### src/hdl/tccw_pkg.sv
// Package for the text console cursor writer.
// Holds the field widths, grid defaults, control characters and the result type.
// Depends on nothing.
`timescale 1ns / 1ps

package tccw_pkg;

  localparam int GRID_WIDTH_DEF  = 80;
  localparam int GRID_HEIGHT_DEF = 25;

  localparam int CHAR_W  = 8;
  localparam int COLOR_W = 8;
  localparam int ROW_W   = 5;
  localparam int COL_W   = 7;
  localparam int IDX_W   = 11;
  localparam int PROD_W  = ROW_W + COL_W;

  localparam logic [CHAR_W-1:0]  CH_NUL      = 8'd0;
  localparam logic [CHAR_W-1:0]  CH_BS       = 8'd8;
  localparam logic [CHAR_W-1:0]  CH_NL       = 8'd10;
  localparam logic [CHAR_W-1:0]  CH_SPACE    = 8'd32;
  localparam logic [COLOR_W-1:0] COLOR_RESET = 8'd7;

  typedef struct packed {
    logic               write_valid;
    logic [IDX_W-1:0]   cell_index;
    logic [CHAR_W-1:0]  cell_char;
    logic [COLOR_W-1:0] cell_color;
    logic [ROW_W-1:0]   cursor_row;
    logic [COL_W-1:0]   cursor_col;
  } tccw_result_t;

endpackage

### src/hdl/tccw_cursor.sv
// Cursor state and per-character update for the text console cursor writer.
// Computes the cell write and the new cursor; depends on tccw_pkg.
`timescale 1ns / 1ps

module tccw_cursor import tccw_pkg::*; #(
  parameter int GRID_WIDTH  = GRID_WIDTH_DEF,
  parameter int GRID_HEIGHT = GRID_HEIGHT_DEF
) (
  input  logic               clk,
  input  logic               rst_n,
  input  logic               step_en,
  input  logic [CHAR_W-1:0]  char_code,
  input  logic [COLOR_W-1:0] text_color,
  output tccw_result_t       res
);

  localparam logic [COL_W-1:0] COL_LAST = COL_W'(GRID_WIDTH - 1);
  localparam logic [ROW_W-1:0] ROW_LAST = ROW_W'(GRID_HEIGHT - 1);
  localparam logic [COL_W:0]   WIDTH_K  = (COL_W + 1)'(GRID_WIDTH);

  logic [ROW_W-1:0] row_r, row_nxt, row_inc, wr_row;
  logic [COL_W-1:0] col_r, col_nxt, wr_col;
  logic [PROD_W-1:0] idx_full;
  logic             is_bs, is_nl, is_nul;

  assign is_nul  = (char_code == CH_NUL);
  assign is_bs   = (char_code == CH_BS);
  assign is_nl   = (char_code == CH_NL);
  assign row_inc = (row_r == ROW_LAST) ? '0 : row_r + 1'b1;

  always_comb begin
    row_nxt = row_r;
    col_nxt = col_r;
    wr_row  = row_r;
    wr_col  = col_r;
    priority if (is_bs) begin
      if (col_r != '0) begin
        col_nxt = col_r - 1'b1;
      end else if (row_r != '0) begin
        row_nxt = row_r - 1'b1;
        col_nxt = COL_LAST;
      end
      wr_row = row_nxt;
      wr_col = col_nxt;
    end else if (is_nl) begin
      row_nxt = row_inc;
      col_nxt = '0;
    end else begin
      if (col_r == COL_LAST) begin
        col_nxt = '0;
        row_nxt = row_inc;
      end else begin
        col_nxt = col_r + 1'b1;
      end
    end
  end

  assign idx_full = PROD_W'(wr_row * WIDTH_K) + PROD_W'(wr_col);

  always_comb begin
    res.write_valid = !is_nl;
    res.cell_index  = is_nl ? '0 : idx_full[IDX_W-1:0];
    res.cell_char   = is_nl ? '0 : (is_bs ? CH_SPACE : char_code);
    res.cell_color  = is_nl ? '0 : text_color;
    res.cursor_row  = row_nxt;
    res.cursor_col  = col_nxt;
  end

  always_ff @(posedge clk) begin
    if (!rst_n) begin
      row_r <= '0;
      col_r <= '0;
    end else if (step_en && !is_nul) begin
      row_r <= row_nxt;
      col_r <= col_nxt;
    end
  end

  a_row_in_grid: assert property (@(posedge clk) disable iff (!rst_n)
    row_r <= ROW_LAST)
    else $error("cursor row left the grid");

  a_col_in_grid: assert property (@(posedge clk) disable iff (!rst_n)
    col_r <= COL_LAST)
    else $error("cursor column left the grid");

  a_nl_col_zero: assert property (@(posedge clk) disable iff (!rst_n)
    step_en && is_nl |=> col_r == '0)
    else $error("newline did not return the cursor to column zero");

  a_nul_holds: assert property (@(posedge clk) disable iff (!rst_n)
    step_en && is_nul |=> $stable(row_r) && $stable(col_r))
    else $error("NUL character moved the cursor");

endmodule

### src/hdl/text_console_cursor_writer_top.sv
// Top level of the text console cursor writer.
// Input register, cursor unit, result register and color register; uses tccw_pkg, tccw_cursor.
// An accepted character is held in the input register, then its result in the result register.
// Throughput: one character per cycle while not stalled; NULs are dropped without a result.
// The cursor update and the row times width product sit between the input and result registers.
// Reset clears the cursor to row 0, column 0, empties both stages and sets the color to 7.
`timescale 1ns / 1ps

module text_console_cursor_writer_top import tccw_pkg::*; #(
  parameter int GRID_WIDTH  = GRID_WIDTH_DEF,
  parameter int GRID_HEIGHT = GRID_HEIGHT_DEF
) (
  input  logic               clk,
  input  logic               rst_n,
  input  logic               in_valid,
  output logic               in_stall,
  input  logic [CHAR_W-1:0]  in_char_code,
  output logic               out_valid,
  input  logic               out_stall,
  output logic               out_write_valid,
  output logic [IDX_W-1:0]   out_cell_index,
  output logic [CHAR_W-1:0]  out_cell_char,
  output logic [COLOR_W-1:0] out_cell_color,
  output logic [ROW_W-1:0]   out_cursor_row,
  output logic [COL_W-1:0]   out_cursor_col,
  input  logic               cfg_wr_en,
  input  logic [COLOR_W-1:0] cfg_wr_data
);

  logic               s1_valid_r, s1_valid_nxt;
  logic [CHAR_W-1:0]  s1_char_r;
  logic               out_valid_r, out_valid_nxt;
  tccw_result_t       out_r, step_res;
  logic [COLOR_W-1:0] color_r;
  logic               s1_move, s1_nul, in_acc;

  assign s1_nul   = (s1_char_r == CH_NUL);
  assign s1_move  = s1_valid_r && (s1_nul || !out_valid_r || !out_stall);
  assign in_stall = s1_valid_r && !s1_move;
  assign in_acc   = in_valid && !in_stall;

  tccw_cursor #(
    .GRID_WIDTH  (GRID_WIDTH),
    .GRID_HEIGHT (GRID_HEIGHT)
  ) u_cursor (
    .clk        (clk),
    .rst_n      (rst_n),
    .step_en    (s1_move),
    .char_code  (s1_char_r),
    .text_color (color_r),
    .res        (step_res)
  );

  always_comb begin
    s1_valid_nxt = s1_valid_r;
    if (in_acc) begin
      s1_valid_nxt = 1'b1;
    end else if (s1_move) begin
      s1_valid_nxt = 1'b0;
    end
  end

  always_comb begin
    out_valid_nxt = out_valid_r;
    if (s1_move && !s1_nul) begin
      out_valid_nxt = 1'b1;
    end else if (out_valid_r && !out_stall) begin
      out_valid_nxt = 1'b0;
    end
  end

  always_ff @(posedge clk) begin
    if (!rst_n) begin
      s1_valid_r  <= 1'b0;
      out_valid_r <= 1'b0;
      color_r     <= COLOR_RESET;
    end else begin
      s1_valid_r  <= s1_valid_nxt;
      out_valid_r <= out_valid_nxt;
      if (cfg_wr_en) begin
        color_r <= cfg_wr_data;
      end
    end
  end

  always_ff @(posedge clk) begin
    if (in_acc) begin
      s1_char_r <= in_char_code;
    end
    if (s1_move && !s1_nul) begin
      out_r <= step_res;
    end
  end

  assign out_valid       = out_valid_r;
  assign out_write_valid = out_r.write_valid;
  assign out_cell_index  = out_r.cell_index;
  assign out_cell_char   = out_r.cell_char;
  assign out_cell_color  = out_r.cell_color;
  assign out_cursor_row  = out_r.cursor_row;
  assign out_cursor_col  = out_r.cursor_col;

endmodule

### config.mk
export PLATFORM = sky130hd
export DESIGN_NAME = text_console_cursor_writer_top
export DESIGN_NICKNAME = d
export VERILOG_FILES = /design/src/hdl/tccw_pkg.sv /design/src/hdl/tccw_cursor.sv /design/src/hdl/text_console_cursor_writer_top.sv
export SDC_FILE = /design/constraint.sdc
export NUM_CORES = 1
export LEC_CHECK = 0
export BUFFER_PORTS_ARGS = -buffer_cell sky130_fd_sc_hd__buf_2
export CAP_MARGIN = 10
export CORE_ASPECT_RATIO = 1.25
export CORE_MARGIN = 3
export CORE_UTILIZATION = 45
export CTS_CLUSTER_DIAMETER = 80
export DETAILED_ROUTE_END_ITERATION = 8
export GPL_TIMING_DRIVEN = 0
export PLACE_DENSITY = 0.69
export SYNTH_ARGS = -nofsm -noshare
export SYNTH_HDL_FRONTEND = slang
export SYNTH_SLANG_ARGS = --single-unit
### constraint.sdc
create_clock -name clk -period 4.6 [get_ports clk]
set_input_delay 0.23 -clock clk [delete_from_list [all_inputs] [get_ports clk]]
set_output_delay 0.23 -clock clk [all_outputs]
set_load 0.02 [all_outputs]
# == After elaboration in Yosys (flattened, before gate mapping) ==
# Cells that the tools add are included.
# totals
out_inout_bits,42
ram_bits,0
in_bits,21
regBits,70
latch_bits,0
rom_bits,0
mem_count,0
elab_cells,60
# classes
magnitude_cmp,0
n_mux,18
n_bitwise,0
mul,1
n_eq_ne,4
n_reduce_logical,19
shift,0
n_addsub,5
div,0
# op_table
operator,count
$mux W7,6
$mux W5,7
$eq A8 B4 Y1 const B,2
$add A11 B7 Y11,1
$logic_not A8 Y1,1
$add A7 B1 Y7 const B,1
$eq A7 B7 Y1 const B,1
$mul A5 B3 Y7 const B,1
$reduce_bool A7 Y1,1
$sub A7 B1 Y7 const B,1
$logic_not A1 Y1,6
$mux W6,1
$add A5 B1 Y5 const B,1
$eq A5 B5 Y1 const B,1
$logic_and A1 B1 Y1,5
$reduce_bool A5 Y1,1
$sub A5 B1 Y5 const B,1
$mux W1,4
$reduce_bool A2 Y1,2
$logic_or A1 B1 Y1,2
$reduce_or A2 Y1,1

# == Longest topological paths before layout ==
# logic_depth
depth_word,9
mapped_depth,19
mapped_depth_nobuf,16

# == Cells and area by module ==
# A second synthesis with hierarchy kept.
# unflattened
hier_cells,359
hier_area_um2,3822.4
# modules_own_cells
mod,cells_each,area_per_inst_um2,instances
tccw_cursor,271,1941.9,1
text_console_cursor_writer_top,88,1880.6,1

# == Least setup slack after synthesis ==
# No wires, ideal clock.
# synth_path
kind,register to register
startpoint,register u_cursor.row_r[0]
endpoint,"register out_r, in the netlist out_cell_index[10], data pin"
arrival_ns,4.442
stages_incl_launch_ff,19
slack_ns,0.006
path_buffers,2
path_cell_list,dfxtp_1 > clkbuf_1 > inv_1 > ha_1 > or4b_1 > nand3_2 > or3_1 > clkbuf_1 > nor2_1 > a21o_1 > ha_1 > ha_1 > fa_1 > nand2_1 > nor3_1 > mux2i_1 > a221oi_1 > mux4_2 > o22ai_1
# synth_via
elab_chain_cells,6
word_cells_on_any_way,10
cone_classes,2 x add/sub; 1 x mul; 6 x mux; 1 x reduce/logical
# synth_rtl
element,line,text
from (decl),tccw_cursor.sv:21,"logic [ROW_W-1:0] row_r, row_nxt, row_inc, wr_row;"
from (signal assigned),tccw_cursor.sv:74,row_r <= row_nxt;
$sub A5 B1 Y5 / $reduce_bool A5 Y1 (equally long branches),"tccw_cursor.sv:40, tccw_cursor.sv:39",
$mux W5,tccw_cursor.sv:39,end else if (row_r != '0) begin
$mux W5,tccw_cursor.sv:37,if (col_r != '0) begin
$mux W5,tccw_cursor.sv:36,priority if (is_bs) begin
$mul A5 B3 Y7,tccw_cursor.sv:58,assign idx_full = PROD_W'(wr_row * WIDTH_K) + PROD_W'(wr_col);
$add A11 B7 Y11 *,tccw_cursor.sv:58,
to (signal assigned),text_console_cursor_writer_top.sv:91,out_r <= step_res;
to (decl),text_console_cursor_writer_top.sv:33,"tccw_result_t out_r, step_res;"
# Mark *: on every way between the ends. The rest lies on a longest branch, timed or not.
# A chain may end at the register's enable or synchronous reset.

# == Final worst setup path ==
# layout_path
startpoint,register s1_char_r[6]
endpoint,"register out_r, in the netlist out_cell_index[10], data pin"
# layout_via
elab_chain_cells,4
word_cells_on_any_way,6
cone_classes,1 x add/sub; 1 x mul; 2 x eq/ne; 2 x mux
# layout_rtl
element,line,text
from (decl),text_console_cursor_writer_top.sv:31,logic [CHAR_W-1:0] s1_char_r;
from (signal assigned),text_console_cursor_writer_top.sv:88,s1_char_r <= in_char_code;
$eq A8 B4 Y1,tccw_cursor.sv:27,assign is_bs = (char_code == CH_BS);
$mux W5,tccw_cursor.sv:36,
$mul A5 B3 Y7,tccw_cursor.sv:58,
$add A11 B7 Y11,tccw_cursor.sv:58,
# Parallel ways exist; a longest one is shown, timed or not.

==> flow_metrics.tcl <==
set metrics [dict create \
    cp_max_fo 10 \
    gr-usage-all-layers_pct 19.3 \
    synth_top_area_share_pct 37.5 \
    grt_overflow 0 \
    peakVddDrop_mv 0.119 \
    cp_slowest_cell "fa_1" \
    dr.pass1.iters 4 \
    fin_ws_ns 0.211 \
    diodes 0 \
    die-area_um2 9690 \
    syn-cell-area_um2 3840 \
    hold_class "input port to flip-flop" \
    grt_setup_unrepaired "false" \
    drive_above_1_share_pct 31.8 \
    synth.area.top_cells "edfxtp_1 (38%), dfxtp_1 (11%), ha_1 (4.9%)" \
    cp-end-kind "flip-flop" \
    synth.distinct_cells 68 \
    synth_edf_count 48 \
    drtIter0Drc 200 \
    final_nets 482 \
    dieWidth_um 88.6 \
    drc 0 \
    hold_violations 0 \
    clockBufferDepth 2 \
    status "finished, final reports clean" \
    cp-start-kind "flip-flop" \
    die_h_um 109 \
    htreeDepth 3 \
    synth_top_area_cell "edfxtp_1" \
    io_buffers 60 \
    antenna_found_initial 0 \
    path_buf_inv 1 \
    placeableCoreArea_um2 8290 \
    maxCapViolCount 0 \
    critical_path_class "flip-flop to flip-flop" \
    post-dp-hpwl_mm 6.58 \
    fmax_mhz 228 \
    fin_setup_tns_ns 0 \
    final_cell_mix "buf_2 (65), edfxtp_1 (48), nor2_1 (36)" \
    pre_cts_ws_ns -0.634 \
    clk_pin_slew_ns 0.08 \
    cts_tree "built" \
    power.total_mw 1.43 \
    grt_max_degree 36 \
    ys_async_sr_fraction_pct 0 \
    setup_viol_count_final 0 \
    routedWlPerCell_um 16.6 \
    multiInputGateArea_um2 1870 \
    grt_pass1_vias 2990 \
    crit_family "simple AND/OR/NAND/NOR gates" \
    clk_latency_ns 0.35 \
    routabilityCongestion 0.848 \
    start_util_pct 46.4 \
    numCtsBuffers 9 \
    fillCellCount 751 \
    holdWs_ns 0.0493 \
    path_cells "or4_4 -> nor3_4 -> nand2_4 -> buf_6 -> nor2_2 -> mux2_4 -> ha_1 -> ha_2 -> fa_1 -> nand2_2 -> nor3_2 -> mux2i_1 -> a221oi_2 -> mux4_2 -> o22ai_1" \
    grt_pass1_wl_mm 14.3 \
    maxUsedRoutingLayer "met4" \
    ys_seq_area_share_pct 49.0 \
    area_growth_pct 21.8 \
    syn_area_per_cell_um2 10.7 \
    cp.required_ns 4.81 \
    yosysWarnings 0 \
    clock-sinks 70 \
    fin_skew_ns 0.0102 \
    drt-met1-wl_mm 3.61 \
    wl_mm 9.07 \
    synthCells 359 \
    root_buffer "clkbuf_8" \
    via_per_inst 5.64 \
    relSlewSlack_pct 56.1 \
    mostFrequentLayoutCell "buf_2" \
    syn-num-nets 397 \
    ys_seq_elements 70 \
    ant_nets 0 \
    vias 3077 \
    slew_viol_final 0 \
    rows 37 \
    dr_wl_met2_mm 4.85 \
    io_pins 63 \
    p_per_area_nw_per_um2 307 \
    critPathMaxStageDelay_ns 0.58 \
    leakage_nw 1.96 \
    route.met3.wl_um 426 \
    fin_crit_sh_pct 95.4 \
    period_needed_ns 4.39 \
    synthFlopType "edfxtp_1" \
    regArea_um2 1880 \
    worstPathArrival_ns 4.59 \
    worst_pin_slew_ns 0.657 \
]
## timing repair
item	4_1_cts	5_1_grt
endpoints found under the setup margin	1	1
setup buffers	4	11
pin swaps	3	6
hold buffers	0	0
resized for setup	11	16
## through the flow
stage,instance area (um2),util [%],cells
floorplan,3840,-,359
global placement,4260,51.4,516
detailed placement,4280,51.7,517
CTS,4540,54.8,535
global route,4680,56.5,546
finish,4680,56.5,546
## cell type report
class	instances	share of cell area, %
plain buffers	26	2.57
multi-input cells	248	40.0
repair buffers	76	9.25
well taps	97	2.59
flip-flops and latches	70	40.3
clock buffers	10	2.73
inverters	13	1.04
clock inverters	6	1.50
## final timing paths
| kind | from | depth (start not counted) | endpoint | slack [ns] |
|---|---|---|---|---|
| worst max-delay path | s1_char_r[6] | 15 | out_cell_index[10] | 0.21 |
| worst max register to register | s1_char_r[6] | 15 | out_cell_index[10] | 0.21 |
| worst min-delay path | in_char_code[4] | 1 | s1_char_r[4] | 0.05 |
| worst min register to register | color_r[0] | 2 | color_r[0] | 0.48 |
## cell usage after synthesis, types with 4 or more instances
library cell   n
buf_2          6
nor2_1        38
nand2_1       18
nor3_1         7
xnor2_1        5
or3_1          4
o21ai_0       10
mux2i_1       15
xor2_1         4
a31oi_1        4
ha_1          15
inv_1         11
and2_1        13
or2_2          5
o22a_1         5
a21oi_1       24
nand3_1        9
dfxtp_1       22
clkbuf_1      21
and3_1         5
edfxtp_1      48
## state kept, by name, summed over array words and instances (netlist names), 5 cells and up
| signal | count |
|---|---|
| out_cell_index | 11 |
| out_cursor_row | 5 |
| out_cell_color | 8 |
| out_cell_char | 8 |
| out_cursor_col | 7 |
| u_cursor.row_r | 5 |
| s1_char_r | 8 |
| u_cursor.col_r | 7 |
| color_r | 8 |
## metal layers
| layer | vias up | global-route usage, % |
|---|---|---|
| met4 | 0 | 7.24 |
| met3 | 15 | 4.50 |
| met1 | 1497 | 21.3 |
| met5 | - | 0 |
| met2 | 82 | 35.4 |
| li1 | 1483 | - |
## report_power, final
| group | total [mW] | internal, mW | switching, mW | leakage (nW) |
|---|---|---|---|---|
| clock | 0.504 | 0.254 | 0.250 | 0.0895 |
| sequential | 0.717 | 0.705 | 0.0112 | 0.638 |
| combinational | 0.213 | 0.0845 | 0.129 | 1.23 |
| total | 1.43 | 1.04 | 0.390 | 1.96 |
## cells by family (layout without fill, tap and decap cells)
kind of cell	Yosys count	after routing	synth area share, %
AND/OR/NAND/NOR	124	124	18.6
AO/OA/AOI/OAI	79	79	14.7
flip-flops	70	70	49.0
buffers and inverters	41	131	4.40
multiplexers	19	19	5.37
adder cells (fa/ha/maj)	17	17	5.93
XOR/XNOR	9	9	2.05
(Power assumes the default switching activity.)
